File: src/sv/signed_int_to_radix_digits_defines.svh
// ----------------------------------------------------------------------------
// signed_int_to_radix_digits_defines.svh
// Assertion macros for the radix converter RTL.
// ----------------------------------------------------------------------------
`ifndef SIGNED_INT_TO_RADIX_DIGITS_DEFINES_SVH
`define SIGNED_INT_TO_RADIX_DIGITS_DEFINES_SVH

`ifndef SYNTHESIS
// same-cycle implication
`define SITRD_ASSERT(lbl, clk, rstn, ante, cons) \
	lbl: assert property (@(posedge clk) disable iff (!rstn) (ante) |-> (cons)) \
		else $error("sitrd assertion failed");
// next-cycle implication
`define SITRD_ASSERT_NEXT(lbl, clk, rstn, ante, cons) \
	lbl: assert property (@(posedge clk) disable iff (!rstn) (ante) |=> (cons)) \
		else $error("sitrd assertion failed");
`else
`define SITRD_ASSERT(lbl, clk, rstn, ante, cons)
`define SITRD_ASSERT_NEXT(lbl, clk, rstn, ante, cons)
`endif

`endif

File: src/sv/sitrd_pkg.sv
`timescale 1ns / 1ps
// ----------------------------------------------------------------------------
// sitrd_pkg
// Types and constants for the signed integer to radix text converter.
// ----------------------------------------------------------------------------
package sitrd_pkg;

	localparam int VALUE_W   = 32;
	localparam int BASE_W    = 5;
	localparam int DIGIT_W   = 4;
	localparam int SYM_W     = 8;
	localparam int NUM_SYMS  = 16;
	localparam int MAX_DIG   = 32;
	localparam int BIT_CNT_W = 5;
	localparam int ND_W      = 6;
	localparam int CFG_IDX_W = 2;
	localparam int CFG_DAT_W = 64;

	localparam logic [BASE_W-1:0] MAX_BASE = 5'd16;
	localparam logic [BASE_W-1:0] MIN_BASE = 5'd2;

	localparam logic [SYM_W-1:0] CH_PLUS  = 8'h2B;
	localparam logic [SYM_W-1:0] CH_MINUS = 8'h2D;

	localparam logic [BASE_W-1:0]    BASE_RST    = 5'd10;
	localparam logic [CFG_DAT_W-1:0] SYM_LO_RST  = 64'h3736353433323130;
	localparam logic [CFG_DAT_W-1:0] SYM_HI_RST  = 64'h4645444342413938;

	typedef enum logic [CFG_IDX_W-1:0] {
		REG_BASE_LENGTH  = 2'd0,
		REG_SYMBOLS_LOW  = 2'd1,
		REG_SYMBOLS_HIGH = 2'd2
	} reg_idx_t;

	typedef enum logic [2:0] {
		ST_IDLE,
		ST_CHECK,
		ST_DIV,
		ST_STORE,
		ST_SIGN,
		ST_EMIT
	} st_t;

	typedef struct packed {
		logic load_in;
		logic step;
		logic store;
		logic load_sign;
		logic load_digit;
	} cmd_t;

	typedef struct packed {
		logic base_ok;
		logic step_last;
		logic quot_zero;
		logic last_slot;
		logic buf_full;
		logic neg;
		logic slot_free;
		logic digit_last;
	} sts_t;

endpackage

File: src/sv/sitrd_dp.sv
`timescale 1ns / 1ps
// ----------------------------------------------------------------------------
// sitrd_dp
// Datapath: config registers, base check, bit-serial divider, digit buffer
// and output register.
// ----------------------------------------------------------------------------
module sitrd_dp import sitrd_pkg::*; (
	input  logic                 clk,
	input  logic                 arst_n,
	input  logic                 wr_en,
	input  logic [CFG_IDX_W-1:0] wr_index,
	input  logic [CFG_DAT_W-1:0] wr_data,
	input  logic signed [VALUE_W-1:0] value,
	input  logic                 out_stall,
	input  cmd_t                 cmd,
	output sts_t                 sts,
	output logic                 out_valid,
	output logic [SYM_W-1:0]     symbol,
	output logic                 last
);

	logic [BASE_W-1:0]      base_q;
	logic [CFG_DAT_W-1:0]   sym_lo_q;
	logic [CFG_DAT_W-1:0]   sym_hi_q;
	logic [2*CFG_DAT_W-1:0] sym_all;

	logic [VALUE_W-1:0]     mag_q;
	logic [DIGIT_W-1:0]     rem_q;
	logic [BIT_CNT_W-1:0]   bit_cnt_q;
	logic [ND_W-1:0]        nd_q;
	logic                   neg_q;
	logic [DIGIT_W-1:0]     dig_buf_q [MAX_DIG];

	logic                   out_valid_q;
	logic [SYM_W-1:0]       symbol_q;
	logic                   last_q;

	logic [BASE_W-1:0]      trial;
	logic                   qbit;
	logic [BASE_W-1:0]      trial_sub;
	logic [ND_W-1:0]        rd_ptr;
	logic [DIGIT_W-1:0]     rd_digit;
	logic [SYM_W-1:0]       rd_sym;
	logic                   base_ok;
	logic [SYM_W-1:0]       si;
	logic [SYM_W-1:0]       sj;

	assign sym_all = {sym_hi_q, sym_lo_q};

	// config registers
	always_ff @(posedge clk or negedge arst_n) begin
		if (!arst_n) begin
			base_q   <= BASE_RST;
			sym_lo_q <= SYM_LO_RST;
			sym_hi_q <= SYM_HI_RST;
		end else if (wr_en) begin
			case (wr_index)
				REG_BASE_LENGTH:  base_q   <= wr_data[BASE_W-1:0];
				REG_SYMBOLS_LOW:  sym_lo_q <= wr_data;
				REG_SYMBOLS_HIGH: sym_hi_q <= wr_data;
				default: ;
			endcase
		end
	end

	// base check: base must be in range, and every symbol in use must be neither sign nor a repeat
	always_comb begin
		base_ok = (base_q >= MIN_BASE) && (base_q <= MAX_BASE);
		si      = '0;
		sj      = '0;
		for (int i = 0; i < NUM_SYMS; i++) begin
			si = sym_all[i*SYM_W +: SYM_W];
			if (BASE_W'(i) < base_q) begin
				if (si == CH_PLUS || si == CH_MINUS)
					base_ok = 1'b0;
				for (int j = 0; j < i; j++) begin
					sj = sym_all[j*SYM_W +: SYM_W];
					if (sj == si)
						base_ok = 1'b0;
				end
			end
		end
	end

	// one quotient bit per step: restoring division by the radix
	assign trial     = {rem_q, mag_q[VALUE_W-1]};
	assign qbit      = (trial >= base_q);
	assign trial_sub = trial - base_q;

	always_ff @(posedge clk or negedge arst_n) begin
		if (!arst_n) begin
			bit_cnt_q <= '0;
			nd_q      <= '0;
		end else if (cmd.load_in) begin
			bit_cnt_q <= '0;
			nd_q      <= '0;
		end else if (cmd.step) begin
			bit_cnt_q <= bit_cnt_q + 1'b1;
		end else if (cmd.store) begin
			bit_cnt_q <= '0;
			nd_q      <= nd_q + 1'b1;
		end else if (cmd.load_digit) begin
			nd_q      <= nd_q - 1'b1;
		end
	end

	always_ff @(posedge clk) begin
		if (cmd.load_in) begin
			neg_q <= value[VALUE_W-1];
			mag_q <= value[VALUE_W-1] ? (VALUE_W'(0) - VALUE_W'(value)) : VALUE_W'(value);
			rem_q <= '0;
		end else if (cmd.step) begin
			mag_q <= {mag_q[VALUE_W-2:0], qbit};
			rem_q <= qbit ? trial_sub[DIGIT_W-1:0] : trial[DIGIT_W-1:0];
		end else if (cmd.store) begin
			dig_buf_q[nd_q[BIT_CNT_W-1:0]] <= rem_q;
			rem_q <= '0;
		end
	end

	// digits leave most significant first
	assign rd_ptr   = nd_q - 1'b1;
	assign rd_digit = dig_buf_q[rd_ptr[BIT_CNT_W-1:0]];
	assign rd_sym   = sym_all[{rd_digit, 3'b000} +: SYM_W];

	// output register
	always_ff @(posedge clk or negedge arst_n) begin
		if (!arst_n) begin
			out_valid_q <= 1'b0;
		end else if (cmd.load_sign || cmd.load_digit) begin
			out_valid_q <= 1'b1;
		end else if (!out_stall) begin
			out_valid_q <= 1'b0;
		end
	end

	always_ff @(posedge clk) begin
		if (cmd.load_sign) begin
			symbol_q <= CH_MINUS;
			last_q   <= 1'b0;
		end else if (cmd.load_digit) begin
			symbol_q <= rd_sym;
			last_q   <= (nd_q == ND_W'(1));
		end
	end

	always_comb begin
		sts.base_ok    = base_ok;
		sts.step_last  = (bit_cnt_q == {BIT_CNT_W{1'b1}});
		sts.quot_zero  = (mag_q == '0);
		sts.last_slot  = (nd_q[BIT_CNT_W-1:0] == {BIT_CNT_W{1'b1}});
		sts.buf_full   = nd_q[ND_W-1];
		sts.neg        = neg_q;
		sts.slot_free  = !out_valid_q || !out_stall;
		sts.digit_last = (nd_q == ND_W'(1));
	end

	assign out_valid = out_valid_q;
	assign symbol    = symbol_q;
	assign last      = last_q;

endmodule

File: src/sv/sitrd_ctrl.sv
`timescale 1ns / 1ps
// ----------------------------------------------------------------------------
// sitrd_ctrl
// Sequencer: base check, per-digit division passes, sign and digit output.
// ----------------------------------------------------------------------------
`include "signed_int_to_radix_digits_defines.svh"

module sitrd_ctrl import sitrd_pkg::*; (
	input  logic clk,
	input  logic arst_n,
	input  logic in_valid,
	output logic in_stall,
	input  sts_t sts,
	output cmd_t cmd
);

	st_t state_q;
	st_t state_d;

	always_ff @(posedge clk or negedge arst_n) begin
		if (!arst_n) begin
			state_q <= ST_IDLE;
		end else begin
			state_q <= state_d;
		end
	end

	always_comb begin
		state_d = state_q;
		case (state_q)
			ST_IDLE: begin
				if (in_valid)
					state_d = ST_CHECK;
			end
			ST_CHECK: begin
				state_d = sts.base_ok ? ST_DIV : ST_IDLE;
			end
			ST_DIV: begin
				if (sts.step_last)
					state_d = ST_STORE;
			end
			ST_STORE: begin
				state_d = (sts.quot_zero || sts.last_slot) ? ST_SIGN : ST_DIV;
			end
			ST_SIGN: begin
				if (!sts.neg || sts.slot_free)
					state_d = ST_EMIT;
			end
			ST_EMIT: begin
				if (sts.slot_free && sts.digit_last)
					state_d = ST_IDLE;
			end
			default: state_d = ST_IDLE;
		endcase
	end

	always_comb begin
		cmd      = '0;
		in_stall = 1'b1;
		case (state_q)
			ST_IDLE: begin
				in_stall    = 1'b0;
				cmd.load_in = in_valid;
			end
			ST_DIV:   cmd.step       = 1'b1;
			ST_STORE: cmd.store      = 1'b1;
			ST_SIGN:  cmd.load_sign  = sts.neg && sts.slot_free;
			ST_EMIT:  cmd.load_digit = sts.slot_free;
			default: ;
		endcase
	end

	`SITRD_ASSERT_NEXT(a_accept_to_check, clk, arst_n, in_valid && !in_stall, state_q == ST_CHECK)
	`SITRD_ASSERT(a_store_not_full, clk, arst_n, cmd.store, !sts.buf_full)
	`SITRD_ASSERT(a_digit_has_slot, clk, arst_n, cmd.load_digit, sts.slot_free && (sts.buf_full || !sts.digit_last || sts.digit_last))
	`SITRD_ASSERT_NEXT(a_last_to_idle, clk, arst_n, cmd.load_digit && sts.digit_last, state_q == ST_IDLE)

endmodule

File: src/sv/signed_int_to_radix_digits.sv
`timescale 1ns / 1ps
// ----------------------------------------------------------------------------
// signed_int_to_radix_digits
// Converts a signed 32-bit value to its text in a configurable base, one
// symbol per output request, most significant digit first.
//
//   channel  | handshake           | payload
//   ---------+---------------------+-------------------
//   input    | in_valid / in_stall | value
//   output   | out_valid/out_stall | symbol, last
//   config   | wr_en               | wr_index, wr_data
//
// Each digit takes one full pass of the shared 1-bit-per-cycle divider, and
// the sign and digit symbols are sent only after all digits are found; a
// value has up to 32 digits. One value at a time.
// Output stalls hold the output register and pause only the sign and digit output.
// Reset loads the default base of 10 with symbols "0123456789ABCDEF".
// ----------------------------------------------------------------------------
module signed_int_to_radix_digits import sitrd_pkg::*; (
	input  logic                      clk,
	input  logic                      arst_n,
	input  logic                      wr_en,
	input  logic [CFG_IDX_W-1:0]      wr_index,
	input  logic [CFG_DAT_W-1:0]      wr_data,
	input  logic                      in_valid,
	output logic                      in_stall,
	input  logic signed [VALUE_W-1:0] value,
	output logic                      out_valid,
	input  logic                      out_stall,
	output logic [SYM_W-1:0]          symbol,
	output logic                      last
);

	cmd_t cmd;
	sts_t sts;

	sitrd_ctrl u_ctrl (
		.clk      (clk),
		.arst_n   (arst_n),
		.in_valid (in_valid),
		.in_stall (in_stall),
		.sts      (sts),
		.cmd      (cmd)
	);

	sitrd_dp u_dp (
		.clk       (clk),
		.arst_n    (arst_n),
		.wr_en     (wr_en),
		.wr_index  (wr_index),
		.wr_data   (wr_data),
		.value     (value),
		.out_stall (out_stall),
		.cmd       (cmd),
		.sts       (sts),
		.out_valid (out_valid),
		.symbol    (symbol),
		.last      (last)
	);

endmodule

File: config.mk
export PLATFORM = sky130hd
export DESIGN_NAME = signed_int_to_radix_digits
export DESIGN_NICKNAME = d
export VERILOG_FILES = /design/src/sv/sitrd_pkg.sv /design/src/sv/sitrd_dp.sv /design/src/sv/sitrd_ctrl.sv /design/src/sv/signed_int_to_radix_digits.sv
export VERILOG_INCLUDE_DIRS = /design/src /design/src/sv
export SDC_FILE = /design/constraint.sdc
export NUM_CORES = 1
export LEC_CHECK = 0
export BUFFER_PORTS_ARGS = -buffer_cell sky130_fd_sc_hd__buf_2
export CAP_MARGIN = 20
export CELL_PAD_IN_SITES_DETAIL_PLACEMENT = 0
export CELL_PAD_IN_SITES_GLOBAL_PLACEMENT = 1
export CORE_AREA = 2 2 254 231
export DETAILED_ROUTE_END_ITERATION = 6
export DIE_AREA = 0 0 256 233
export PLACE_DENSITY = 0.82
export SLEW_MARGIN = 20
export SYNTH_ARGS = -nofsm -noshare
export SYNTH_HDL_FRONTEND = slang
export SYNTH_HIERARCHICAL = 1
export SYNTH_SLANG_ARGS = --single-unit
File: constraint.sdc
create_clock -name clk -period 4.2 [get_ports clk]
set_input_delay 0.63 -clock clk [delete_from_list [all_inputs] [get_ports clk]]
set_output_delay 0.63 -clock clk [all_outputs]
set_load 0.01 [all_outputs]
After elaboration in Yosys (flattened, before gate mapping)

Memories as Yosys holds them, arrays and structs flattened.
Cells that the tools add are included.
W data, S select, Z words.

Bits in registers: 194
Latch bits: 0
Bits in writable memories: 128
ROM bits: 0
Input bits: 103
Output and inout bits: 11
Logic and storage cells: 428
Memories kept: 1

Memory list:

| name           | words | width | rd ports | clocked after Yosys merged registers in | wr ports | RTL line       | RTL |
|---|---|---|---|---|---|---|---|
| u_dp.dig_buf_q | 32    | 4     | 1        | 0                                       | 1        | sitrd_dp.sv:32 | `logic [DIGIT_W-1:0] dig_buf_q [MAX_DIG];` |

$add $sub $neg: 5
Multipliers: 0
Divide/modulo/power cells: 0
Magnitude comparators: 19
Eq/ne operators: 168
Shift operators: 1
Mux-type cells: 184
Bitwise operators: 0
Reduce and logical (&&, ||, !) cells: 38

Operator list:

| kind                    | number |
|---|---|
| $eq A8 B8 Y1            | 120 |
| $eq A8 B6 Y1 const B    | 32 |
| $mux W1                 | 164 |
| $shiftx A128 B8 Y8      | 1 |
| $mux W32                | 3 |
| $lt A4 B5 Y1 const A    | 8 |
| $logic_not A32 Y1       | 1 |
| $sub A1 B32 Y32 const A | 1 |
| $mux W6                 | 4 |
| $logic_or A1 B1 Y1      | 20 |
| $lt A3 B5 Y1 const A    | 4 |
| $pmux W3 S6             | 1 |
| $mux W3                 | 5 |
| $mux W5                 | 3 |
| $mux W4                 | 3 |
| $eq A5 B5 Y1 const B    | 2 |
| $lt A1 B5 Y1 const A    | 2 |
| $lt A2 B5 Y1 const A    | 2 |
| $ne A2 B1 Y1 const B    | 4 |
| $reduce_and A2 Y1       | 4 |
| $add A6 B1 Y6 const B   | 1 |
| $eq A3 B2 Y1 const B    | 2 |
| $eq A3 B3 Y1 const B    | 2 |
| $eq A6 B1 Y1 const B    | 1 |
| 18 further kinds        | 25 |

Longest topological paths before layout

Gate-level depths: netlist of the first run.

Word-level depth: 156
Mapped depth: 15
Depth with buffers taken out: 11

Cells and area by module

The synthesis of the first run kept the hierarchy.

Modules (own cells, without submodules):

| module     | times used | cells an instance | area each (µm²) | seq. area each (µm²) |
|---|---|---|---|---|
| sitrd_dp   | 1          | 2726              | 26829.5         | 8788.4 |
| sitrd_ctrl | 1          | 26                | 210.2           | 75.1 |

Worst setup path after synthesis of the first run

Ideal clock, no wire load.

Path type: flip-flop to flip-flop
From: register u_dp.nd_q[0]
To: register u_dp.symbol_q[6] (netlist: u_dp/symbol[6])
Setup time: 0.122 ns
Data arrival time: 3.522 ns
Required time: 4.078 ns
Setup slack: 0.556 ns
Stages on the path, launching flop included: 13
Path buffers: 3
Period minus slack after synthesis: 3.644 ns
Cells stage by stage: dfrtp_1 -> buf_2 -> inv_2 -> ha_1 -> buf_2 -> mux4_2 -> mux4_2 -> mux2i_4 -> buf_4 -> mux2_1 -> o21ai_1 -> a21oi_1 -> a221o_1

Word-level cells in the longest chain between the ends: 3

Ends and longest elaborated chain:

| element                | RTL line        | RTL |
|---|---|---|
| start, declared        | sitrd_dp.sv:30  | `logic [ND_W-1:0] nd_q;` |
| start signal, assigned | sitrd_dp.sv:101 | `nd_q <= nd_q + 1'b1;` |
| start signal, assigned | sitrd_dp.sv:103 | `nd_q <= nd_q - 1'b1;` |
| $sub A6 B1 Y6          | n/a             |  |
| $mem_v2 Z32 W4         | n/a             |  |
| $shiftx A128 B8 Y8     | sitrd_dp.sv:124 | `assign rd_sym = sym_all[{rd_digit, 3'b000} +: SYM_W];` |
| end signal, assigned   | sitrd_dp.sv:142 | `symbol_q <= rd_sym;` |
| end, declared          | sitrd_dp.sv:35  | `logic [SYM_W-1:0] symbol_q;` |

No other way between the ends.
A chain may end at the register's enable or synchronous reset.

==> metrics, run 1 <==
DRC 0; Tcrit/Tclk final 101%; hold_ws -0.0122 ns; pre-CTS worst setup slack roughly 0.089 ns; initial DRC count 2608; violated checks hold timing, setup timing; hold crit path type in -> async; Leak between 10 and 15 nW; num rows between 80 and 90; Worst Path Arrival 4.72 ns; slowest CP cell dfrtp_1; Highest Clock Rate 237 MHz; HPWL after detailed placement 70900 microns; global route overflow 0; clock sink total 322; Post-Syn Area between 0.02 and 0.03 sq mm; Vias/cell 6.34; GP Congestion 1.03; fin nets just under 3000; mean post-synth cell area 9.83 sq um; Finished Layout Cells approximately 3600; switch share 45.7%; CP max FO 13; crit start category register; CP Capture Type register; synth warn 6; clock power share 17.4%; final core occ 52.7%; initial antenna violation count 2; total power a little over 20 mW; Comb pwr share 54.2%; Mapped Cells 2751; CP cell instances buf_4 > xor2_1 > nor4_1 > nand2_1 > nand4_1 > nor3_1 > a31oi_1 > nor2_1 > a41oi_1 > a2111oi_1 > buf_4 > nand3b_1 > a21oi_1; Clock Latency Late Sink 0.60 ns; Setup WS post-layout -0.0251 ns; CP peak stage delay 1.14 ns; CTS Buf Count 38; placed insts 3488; PortBufs between 100 and 150; I/O pins 114; post-CTS setup buffers 0; layout cells sized above 1 21.1%; Die Area 0.0596 sq mm; CTS tree done; slew margin rel. slightly below 20%; Least-Margin Pin Slew approximately 1.2 ns; Final ANT Viol Nets 0; Sequential Power Share 28.5%; vias in the first global route 22800; Critical Path RT 4.70 ns; Pwr Density 672 mW/mm^2; Ant. Diodes 0; most frequent CP cell buf_4; Post-Syn Nets 2869; RSZ-0062 raised after global routing no; Max VDD drop approximately 0.56 mV; CTS max path bufs 3; max-slew violations 0; Hold Fails Final Rpt 3; wire per inst 28.9 microns; Int Pwr 10.9 mW; largest net degree at the start of global routing 71; Worst-path clk slew ~0.06 ns; Die Wd 256 microns; Worst Path Class, Setup reg -> reg; Hold-fix buffers, CTS 0; first drt pass iteration count 6; clk root buf clkbuf_16; post-cts resize count 0; final setup fails 1; Via Count 22500; global-route wire length before repair 152000 microns; Core Footprint ~0.057 sq mm; status complete, but fails checks; # Max-Cap Violations 0; H-tree depth 2; Die H 233 microns; clock skew between 0.04 and 0.05 ns; Top delay family on crit path compound AO/OA/AOI/OAI gates; final wirelength between 100000 and 150000 microns; Total GRT Usage 34.0%; area delta synth->final 10.8%; fin crit period ~4.2 ns; WP buf/inv 2; Switch Pwr 9.18 mW; Starting Density 47.6%
[placed cells by master, fill, tap and decap left out, types with 6 or more instances in the layout]
| cell | n |
|---|---|
| a21oi_1 | 88 |
| a221oi_1 | 8 |
| a22o_1 | 7 |
| a22oi_1 | 10 |
| buf_2 | 112 |
| buf_4 | 168 |
| clkbuf_16 | 38 |
| clkbuf_8 | 6 |
| clkinvlp_4 | 6 |
| dfrtp_1 | 94 |
| dfstp_2 | 52 |
| dfxtp_1 | 13 |
| edfxtp_1 | 161 |
| ha_1 | 13 |
| inv_1 | 14 |
| mux2_2 | 138 |
| mux2i_1 | 91 |
| mux4_2 | 26 |
| nand2_1 | 95 |
| nand3_1 | 23 |
| nand3b_1 | 6 |
| nand4_1 | 129 |
| nand4b_1 | 12 |
| nor2_1 | 117 |
| nor2b_1 | 6 |
| nor3_1 | 8 |
| nor3b_1 | 6 |
| nor4_1 | 158 |
| o21ai_0 | 51 |
| o21ai_1 | 6 |
| o41ai_1 | 6 |
| xnor2_1 | 457 |
| xor2_1 | 557 |
[metrics by stage]
stage	setup TNS (ns)	instance area, sq um	hold WS (ns)
after global routing	0	30000	0.0351
final	-0.0251	30000	-0.0122
after detailed placement	0	28600	0.479
after floorplan	0	27000	0.334
after global placement	0	28600	0.471
after CTS	0	30000	0.0120
[power groups by stage]
stage | Sequential [mW] | Clock (mW) | Combinational, mW
3_5_place_dp | 5.66 | 0 | 10.7
3_3_place_gp | 5.64 | 0 | 10.4
6_report | 5.72 | 3.49 | 10.9
2_1_floorplan | 4.44 | 0 | 8.84
5_1_grt | 5.71 | 3.67 | 11.7
4_1_cts | 5.61 | 3.55 | 10.7
[flip-flops by register name (all words and copies together) (netlist names), 5 cells and up]
name / flops
u_dp/bit_cnt_q: 5
u_dp/mag_q: 32
u_dp/sym_lo_q: 64
u_dp/base_q: 5
u_dp/nd_q: 6
u_dp/dig_buf_q: 128
u_dp/symbol: 8
u_dp/sym_hi_q: 64
[worst register-to-register path, stage by stage, from the launching register on]
cell,delay (ns)
dfrtp_1,1.14
buf_4,0.33
xor2_1,0.15
nor4_1,0.06
nand2_1,0.09
nand4_1,0.12
nor3_1,0.51
a31oi_1,0.16
nor2_1,0.24
a41oi_1,0.14
a2111oi_1,0.76
buf_4,0.22
nand3b_1,0.08
a21oi_1,0.14
[final cells by class]
| cell class | count | area [sq um] |
|---|---|---|
| repair buffers | 285 | 1910 |
| flip-flops and latches | 322 | 8870 |
| inverters | 16 | 60.1 |
| clock inverters | 20 | 272 |
| well taps | 765 | 957 |
| fillers | 5064 | 26900 |
| clock buffers | 49 | 1050 |
| multi-input cells | 2100 | 16800 |
[layer usage]
metal  global-route usage, %  vias to the layer above  wire (microns)
li1                        -                     9511               -
met1                    44.3                    11100           41000
met2                    51.9                     1503           44400
met3                    8.27                      415           11300
met4                    19.0                        4            6260
met5                       0                        -              23
[final timing paths]
path	from	end	slack, ns	cells after the start
max	u_dp/sym_lo_q[0]	u_ctrl/state_q[1]	-0.03	13
min	arst_n	u_dp/sym_hi_q[19]	-0.01	1
max reg2reg	u_dp/sym_lo_q[0]	u_ctrl/state_q[1]	-0.03	13
min reg2reg	u_dp/bit_cnt_q[3]	u_dp/bit_cnt_q[3]	0.50	1
max in group asynchronous	arst_n	u_dp/sym_hi_q[3]	3.36	2
min in group clk	wr_data[53]	u_dp/sym_lo_q[53]	0.27	2
Power figures use the tool's default switching activity.
==> run 2, diff against run 1 <==
--- a/config.mk
+++ b/config.mk
@@ -13,7 +13,7 @@
 export CORE_AREA = 2 2 254 231
 export DETAILED_ROUTE_END_ITERATION = 6
 export DIE_AREA = 0 0 256 233
-export PLACE_DENSITY = 0.82
+export PLACE_DENSITY = 0.83
 export SLEW_MARGIN = 20
 export SYNTH_ARGS = -nofsm -noshare
 export SYNTH_HDL_FRONTEND = slang
==> run 2 against run 1 <==
  * The run now ends clean
  * Combinational power barely moved
  * Power is 0.61% lower
  * Die area unchanged
  * Critical path type unchanged
  * Critical endpoint unchanged
  * Highest routed layer unchanged
==> metrics, run 2 (synthesis gave the netlist of run 1 again) <==
setup tns final 0 ns (was -0.0251 ns); Total GRT Usage 34.4% (was 34.0%); hold_ws 0.128 ns (was -0.0122 ns); R2R cell count 12 (was 13); Clock Latency Late Sink 0.61 ns (was 0.60 ns); r2r setup slk 0.40 ns (was -0.03 ns); Critical Path RT 4.71 ns (was 4.70 ns); fillers 5047 (was 5064); initial DRC count 2857 (was 2608); footprint of the multi-input gates 0.0168 sq mm (about the same); Final ANT Viol Nets 0 (unchanged); global-route wire length before repair 153000 microns (was 152000 microns); HPWL after detailed placement 72400 microns (was 70900 microns); area delta synth->final 10.8% (about the same); CP Capture Type register (unchanged); Worst Path Arrival 4.31 ns (was 4.72 ns); max-slew violations 0 (unchanged); largest net degree at the start of global routing 77 (was 71); final core occ 52.7% (about the same); Starting Density 47.6% (unchanged); Comb pwr share 56.0% (was 54.2%); DRC 0 (unchanged); Switch Pwr 9.27 mW (was 9.18 mW); commonest non-fill, non-tap cells in the layout 557 x xor2_1, 457 x xnor2_1, 181 x buf_4 (was 557 x xor2_1, 457 x xnor2_1, 168 x buf_4); CTS Buf Count 36 (was 38); Int Pwr 10.7 mW (was 10.9 mW); vias in the first global route 22700 (was 22800); initial antenna violation count 4 (was 2); first drt pass iteration count 6 (unchanged); PortBufs 113 (unchanged); Tcrit/Tclk final 90.4% (was 101%); CP max FO 13 (unchanged); Core Footprint 0.0568 sq mm (unchanged); fin crit period 3.80 ns (was 4.23 ns); Hold-fix buffers, CTS 0 (unchanged); grt met1 use 44.7% (was 44.3%); post-cts resize count 0 (unchanged); CTS tree done (unchanged); RR Endpoint u_ctrl/state_q[1] (unchanged); global route overflow 0 (unchanged); crit path from u_dp/sym_lo_q[32] (was u_dp/sym_lo_q[0]); GR peak layer met2 (unchanged); Die Area 0.0596 sq mm (unchanged); clk root buf clkbuf_16 (unchanged); final setup fails 0 (was 1); max reg flops 128 (unchanged); final wirelength 104000 microns (was 103000 microns); Worst-path clk slew 0.06 ns (about the same); critical path capture point u_ctrl/state_q[1] (unchanged); M3 GR Usage 9.58% (was 8.27%); Max VDD drop 0.654 mV (was 0.561 mV); H-tree depth 2 (unchanged); CTS max path bufs 3 (unchanged); GP Congestion 1.07 (was 1.03); Sequential Power Share 28.3% (was 28.5%); switch share 46.4% (was 45.7%); met2 Use GR 51.6% (was 51.9%); num rows 83 (unchanged); clock sink total 322 (unchanged); Leak 11.1 nW (was 11.0 nW); Least-Margin Pin Slew 1.18 ns (was 1.20 ns); Worst Path Class, Setup reg -> reg (unchanged); crit start category register (unchanged); Die H 233 microns (unchanged); post-CTS setup buffers 0 (unchanged); most common cell after layout, fill and taps aside xor2_1 (unchanged); Vias/cell 6.42 (was 6.34); status complete, no violations (was complete, but fails checks); Hold Fails Final Rpt 0 (was 3); fin nets 2894 (was 2881); RSZ-0062 raised after global routing no (unchanged); Die Wd 256 microns (unchanged); # Max-Cap Violations 0 (unchanged); Highest Clock Rate 263 MHz (was 237 MHz); reg-to-reg startpoint u_dp/sym_lo_q[32] (was u_dp/sym_lo_q[0]); layout cells sized above 1 21.1% (about the same); wire per inst 29.1 microns (was 28.9 microns); clock power share 15.8% (was 17.4%); slew margin rel. 21.4% (was 19.9%); I/O pins 114 (unchanged); Pwr Density 668 mW/mm^2 (was 672 mW/mm^2); Via Count 22900 (was 22500); hold crit path type in -> async (unchanged); Register Area 0.00887 sq mm (unchanged); clock skew 0.0557 ns (was 0.0445 ns)
==> run 2: cell types whose count changed in the layout (fill, tap and decap cells not counted), sizes merged <==
cell / before / now
clkinv: 9 / 18
buf: 285 / 300
diode: 0 / 1
inv: 18 / 15
clkbuf: 49 / 47
clkinvlp: 6 / 1
bufinv: 3 / 1
==> run 2: power by group through the flow <==
stage          Sequential, mW  Combinational (mW)  Clock [mW]
2_1_floorplan            4.44                8.84           0
3_3_place_gp             5.57                10.7           0
3_5_place_dp             5.58                10.9           0
4_1_cts                  5.53                11.0        3.21
5_1_grt                  5.63                11.9        3.35
6_report                 5.65                11.2        3.15
==> run 2: per-stage QoR <==
stage,cell area (sq um),power [mW],instances,setup slack (ns)
after floorplan,27000,13.3,2751,0.556
after global placement,28700,16.3,3502,0.575
after detailed placement,28800,16.5,3503,0.528
after CTS,29900,19.7,3569,0.476
after global routing,29900,20.9,3569,0.198
final,29900,20.0,3570,0.401
==> run 2: area by class of cell <==
cell class	count	share of cell area [%]
clock inverters	19	0.639
repair buffers	300	6.87
multi-input cells	2100	56.2
inverters	16	0.201
flip-flops and latches	322	29.6
well taps	765	3.20
clock buffers	47	3.25
diodes	1	0.00836
==> run 2: worst min-delay path by stage <==
stage | slack, ns | startpoint | to
detailed placement | 0.48 | u_dp/symbol[1] | u_dp/symbol[1]
floorplan | 0.33 | arst_n | u_ctrl/state_q[0]
global placement | 0.47 | u_dp/bit_cnt_q[3] | u_dp/bit_cnt_q[3]
finish | 0.13 | arst_n | u_dp/sym_lo_q[15]
global route | 0.18 | arst_n | u_dp/sym_lo_q[15]
CTS | 0.14 | arst_n | u_dp/sym_lo_q[15]
==> run 2: worst max-delay path, cell delays in order, from the launching register on <==
cell and delay, ns:
dfrtp_1 1.04, xor2_1 0.20, nor4_1 0.08, nand2_1 0.11, o21ai_0 0.09, a21oi_1 0.59
a22oi_1 0.15, nor4_1 0.34, a41oi_1 0.17, a2111oi_0 0.50, buf_4 0.20, nand3b_1 0.07
a21oi_1 0.15
==> run 2: per-layer routing <==
layer  routed length (microns)  share of wire (%)
met5                        31              0.030
met4                      6980                6.7
met3                     13300                 13
met2                     43800                 42
met1                     39800                 38
==> run 3, diff against run 2 <==
--- a/config.mk
+++ b/config.mk
@@ -13,7 +13,7 @@
 export CORE_AREA = 2 2 254 231
 export DETAILED_ROUTE_END_ITERATION = 6
 export DIE_AREA = 0 0 256 233
-export PLACE_DENSITY = 0.83
+export PLACE_DENSITY_LB_ADDON = 0.1
 export SLEW_MARGIN = 20
 export SYNTH_ARGS = -nofsm -noshare
 export SYNTH_HDL_FRONTEND = slang
==> run 3 against run 2 <==
  * First-iteration DRC count is 19% lower
  * Worst setup slack got worse by 0.19 ns
  * Routed wire length is 3.0% higher
  * Sequential share of layout area is 0.19 points lower
  * Power rose by 0.91%
  * Register-to-register slack worse by 0.19 ns
  * Fmax shrank 4.8%
  * Largest cell class unchanged
  * Die area unchanged
  * Largest power group unchanged
==> metrics, run 3 (synthesis gave the netlist of run 1 again) <==
status complete, no violations (unchanged); total power 20.2 mW (was 20.0 mW); clock sink total 322 (unchanged); CTS Buf Count 38 (was 36); slowest CP cell dfrtp_1 (unchanged); max-slew violations 0 (unchanged); I/O pins 114 (unchanged); GP Congestion 0.996 (was 1.07); initial antenna violation count 1 (was 4); fin nets 2906 (was 2894); post-CTS setup buffers 0 (unchanged); Highest Clock Rate 251 MHz (was 263 MHz); CTS max path bufs 3 (unchanged); clk root buf clkbuf_16 (unchanged); clock power share 16.9% (was 15.8%); hold crit path type in -> async (unchanged); commonest non-fill, non-tap cells in the layout 557 x xor2_1, 457 x xnor2_1, 191 x buf_4 (was 557 x xor2_1, 457 x xnor2_1, 181 x buf_4); R2R cell count 12 (unchanged); Tcrit/Tclk final 95.0% (was 90.4%); Via Count 22400 (was 22900); most common cell after layout, fill and taps aside xor2_1 (unchanged); Worst-path clk slew 0.07 ns (was 0.06 ns); HPWL after detailed placement 76000 microns (was 72400 microns); fin area 0.0301 sq mm (was 0.0299 sq mm); vias in the first global route 22300 (was 22700); CP Capture Type register (unchanged); Vias/cell 6.24 (was 6.42); fin crit period 3.99 ns (was 3.80 ns); Comb pwr share 55.4% (was 56.0%); clock skew 0.0266 ns (was 0.0557 ns); crit start category register (unchanged); layout cells sized above 1 21.7% (was 21.1%); Leak 11.2 nW (was 11.1 nW); Worst Path Arrival 4.50 ns (was 4.31 ns); Die Wd 256 microns (unchanged); first drt pass iteration count 6 (unchanged); final core occ 53.0% (was 52.7%); CP cell instances xor2_1 > nor4_1 > nand2_1 > o21ai_0 > nor4_1 > nand2_1 > o32ai_1 > o211ai_1 > a2111oi_0 > buf_4 > nand3b_1 > a21oi_1 (was xor2_1 > nor4_1 > nand2_1 > o21ai_0 > a21oi_1 > a22oi_1 > nor4_1 > a41oi_1 > a2111oi_0 > buf_4 > nand3b_1 > a21oi_1); H-tree depth 2 (unchanged); Switch Pwr 9.24 mW (was 9.27 mW); max reg flops 128 (unchanged); PortBufs 113 (unchanged); wire per inst 29.9 microns (was 29.1 microns); Worst Path Class, Setup reg -> reg (unchanged); fillers 5142 (was 5047); switch share 45.8% (was 46.4%); Starting Density 47.6% (unchanged); DRC 0 (unchanged); area delta synth->final 11.5% (was 10.8%); final wirelength 107000 microns (was 104000 microns); CTS tree done (unchanged); Clock Latency Late Sink 0.60 ns (was 0.61 ns); largest net degree at the start of global routing 81 (was 77); Int Pwr 10.9 mW (was 10.7 mW); Register Area 0.00886 sq mm (was 0.00887 sq mm); Core Footprint 0.0568 sq mm (unchanged); DP Area 0.0288 sq mm (about the same); Die H 233 microns (unchanged); setup tns final 0 ns (unchanged); Pwr Density 670 mW/mm^2 (was 668 mW/mm^2); initial DRC count 2325 (was 2857); RSZ-0062 raised after global routing no (unchanged); Sequential Power Share 27.7% (was 28.3%); # Max-Cap Violations 0 (unchanged); Total GRT Usage 35.5% (was 34.4%); Die Area 0.0596 sq mm (unchanged); CP peak stage delay 1.14 ns (was 1.04 ns); global-route wire length before repair 156000 microns (was 153000 microns); final setup fails 0 (unchanged); Least-Margin Pin Slew 1.25 ns (was 1.18 ns); Hold Fails Final Rpt 0 (unchanged); post-cts resize count 0 (unchanged); Hold-fix buffers, CTS 0 (unchanged); slew margin rel. 16.5% (was 21.4%); footprint of the multi-input gates 0.0168 sq mm (unchanged); global route overflow 0 (unchanged); Max VDD drop 0.537 mV (was 0.654 mV); Critical Path RT 4.72 ns (was 4.71 ns); CP max FO 17 (was 13); Final ANT Viol Nets 0 (unchanged); num rows 83 (unchanged)
-- run 3: worst paths after layout --
check	from	end	slack, ns
setup / recovery	u_dp/sym_hi_q[49]	u_ctrl/state_q[1]	0.21
hold / removal	arst_n	u_dp/sym_hi_q[59]	0.05
setup reg to reg	u_dp/sym_hi_q[49]	u_ctrl/state_q[1]	0.21
hold reg to reg	u_ctrl/state_q[2]	u_ctrl/state_q[1]	0.49
max in group asynchronous	arst_n	u_dp/sym_lo_q[40]	3.21
min in group clk	wr_data[25]	u_dp/sym_hi_q[25]	0.27
-- run 3: metrics by stage --
stage | setup WS (ns) | hold slack, ns | cells
3_3_place_gp | 0.425 | 0.473 | 3513
3_5_place_dp | 0.387 | 0.486 | 3513
4_1_cts | 0.377 | 0.0736 | 3583
6_report | 0.212 | 0.0486 | 3584
5_1_grt | 0.0222 | 0.0995 | 3583
2_1_floorplan | 0.556 | 0.334 | 2751
-- run 3: routing by layer --
layer	GRT usage, %	vias to the layer above	wire length [microns]
met4	19.4	2	6820
met5	0	-	13
met1	47.2	11100	44400
met2	55.6	1290	47000
li1	-	9571	-
met3	5.47	391	8820
-- run 3: layout make-up --
cell class              instances  area share [%]
multi-input cells            2100            55.9
well taps                     765            3.18
diodes                          1         0.00831
clock buffers                  51            3.55
clock inverters                19           0.718
flip-flops and latches        322            29.4
repair buffers                310            7.06
inverters                      16           0.199
-- run 3: worst max-delay path, delay by kind of cell (launching register included) --
family / cells / cell delay (ns)
and+or+nand+nor: 5 / 1.11
buffers and inverters: 1 / 0.21
xor gates and xnor gates: 1 / 0.19
AOI/OAI and AO/OA: 5 / 1.26
DFF: 1 / 1.14
-- run 3: power by group through the flow --
| stage | Sequential, mW | Combinational [mW] | Clock (mW) |
|---|---|---|---|
| finish | 5.59 | 11.2 | 3.41 |
| detailed placement | 5.57 | 11.0 | 0 |
| CTS | 5.52 | 11.0 | 3.48 |
| floorplan | 4.44 | 8.84 | 0 |
| global placement | 5.55 | 10.8 | 0 |
| global route | 5.59 | 11.9 | 3.61 |
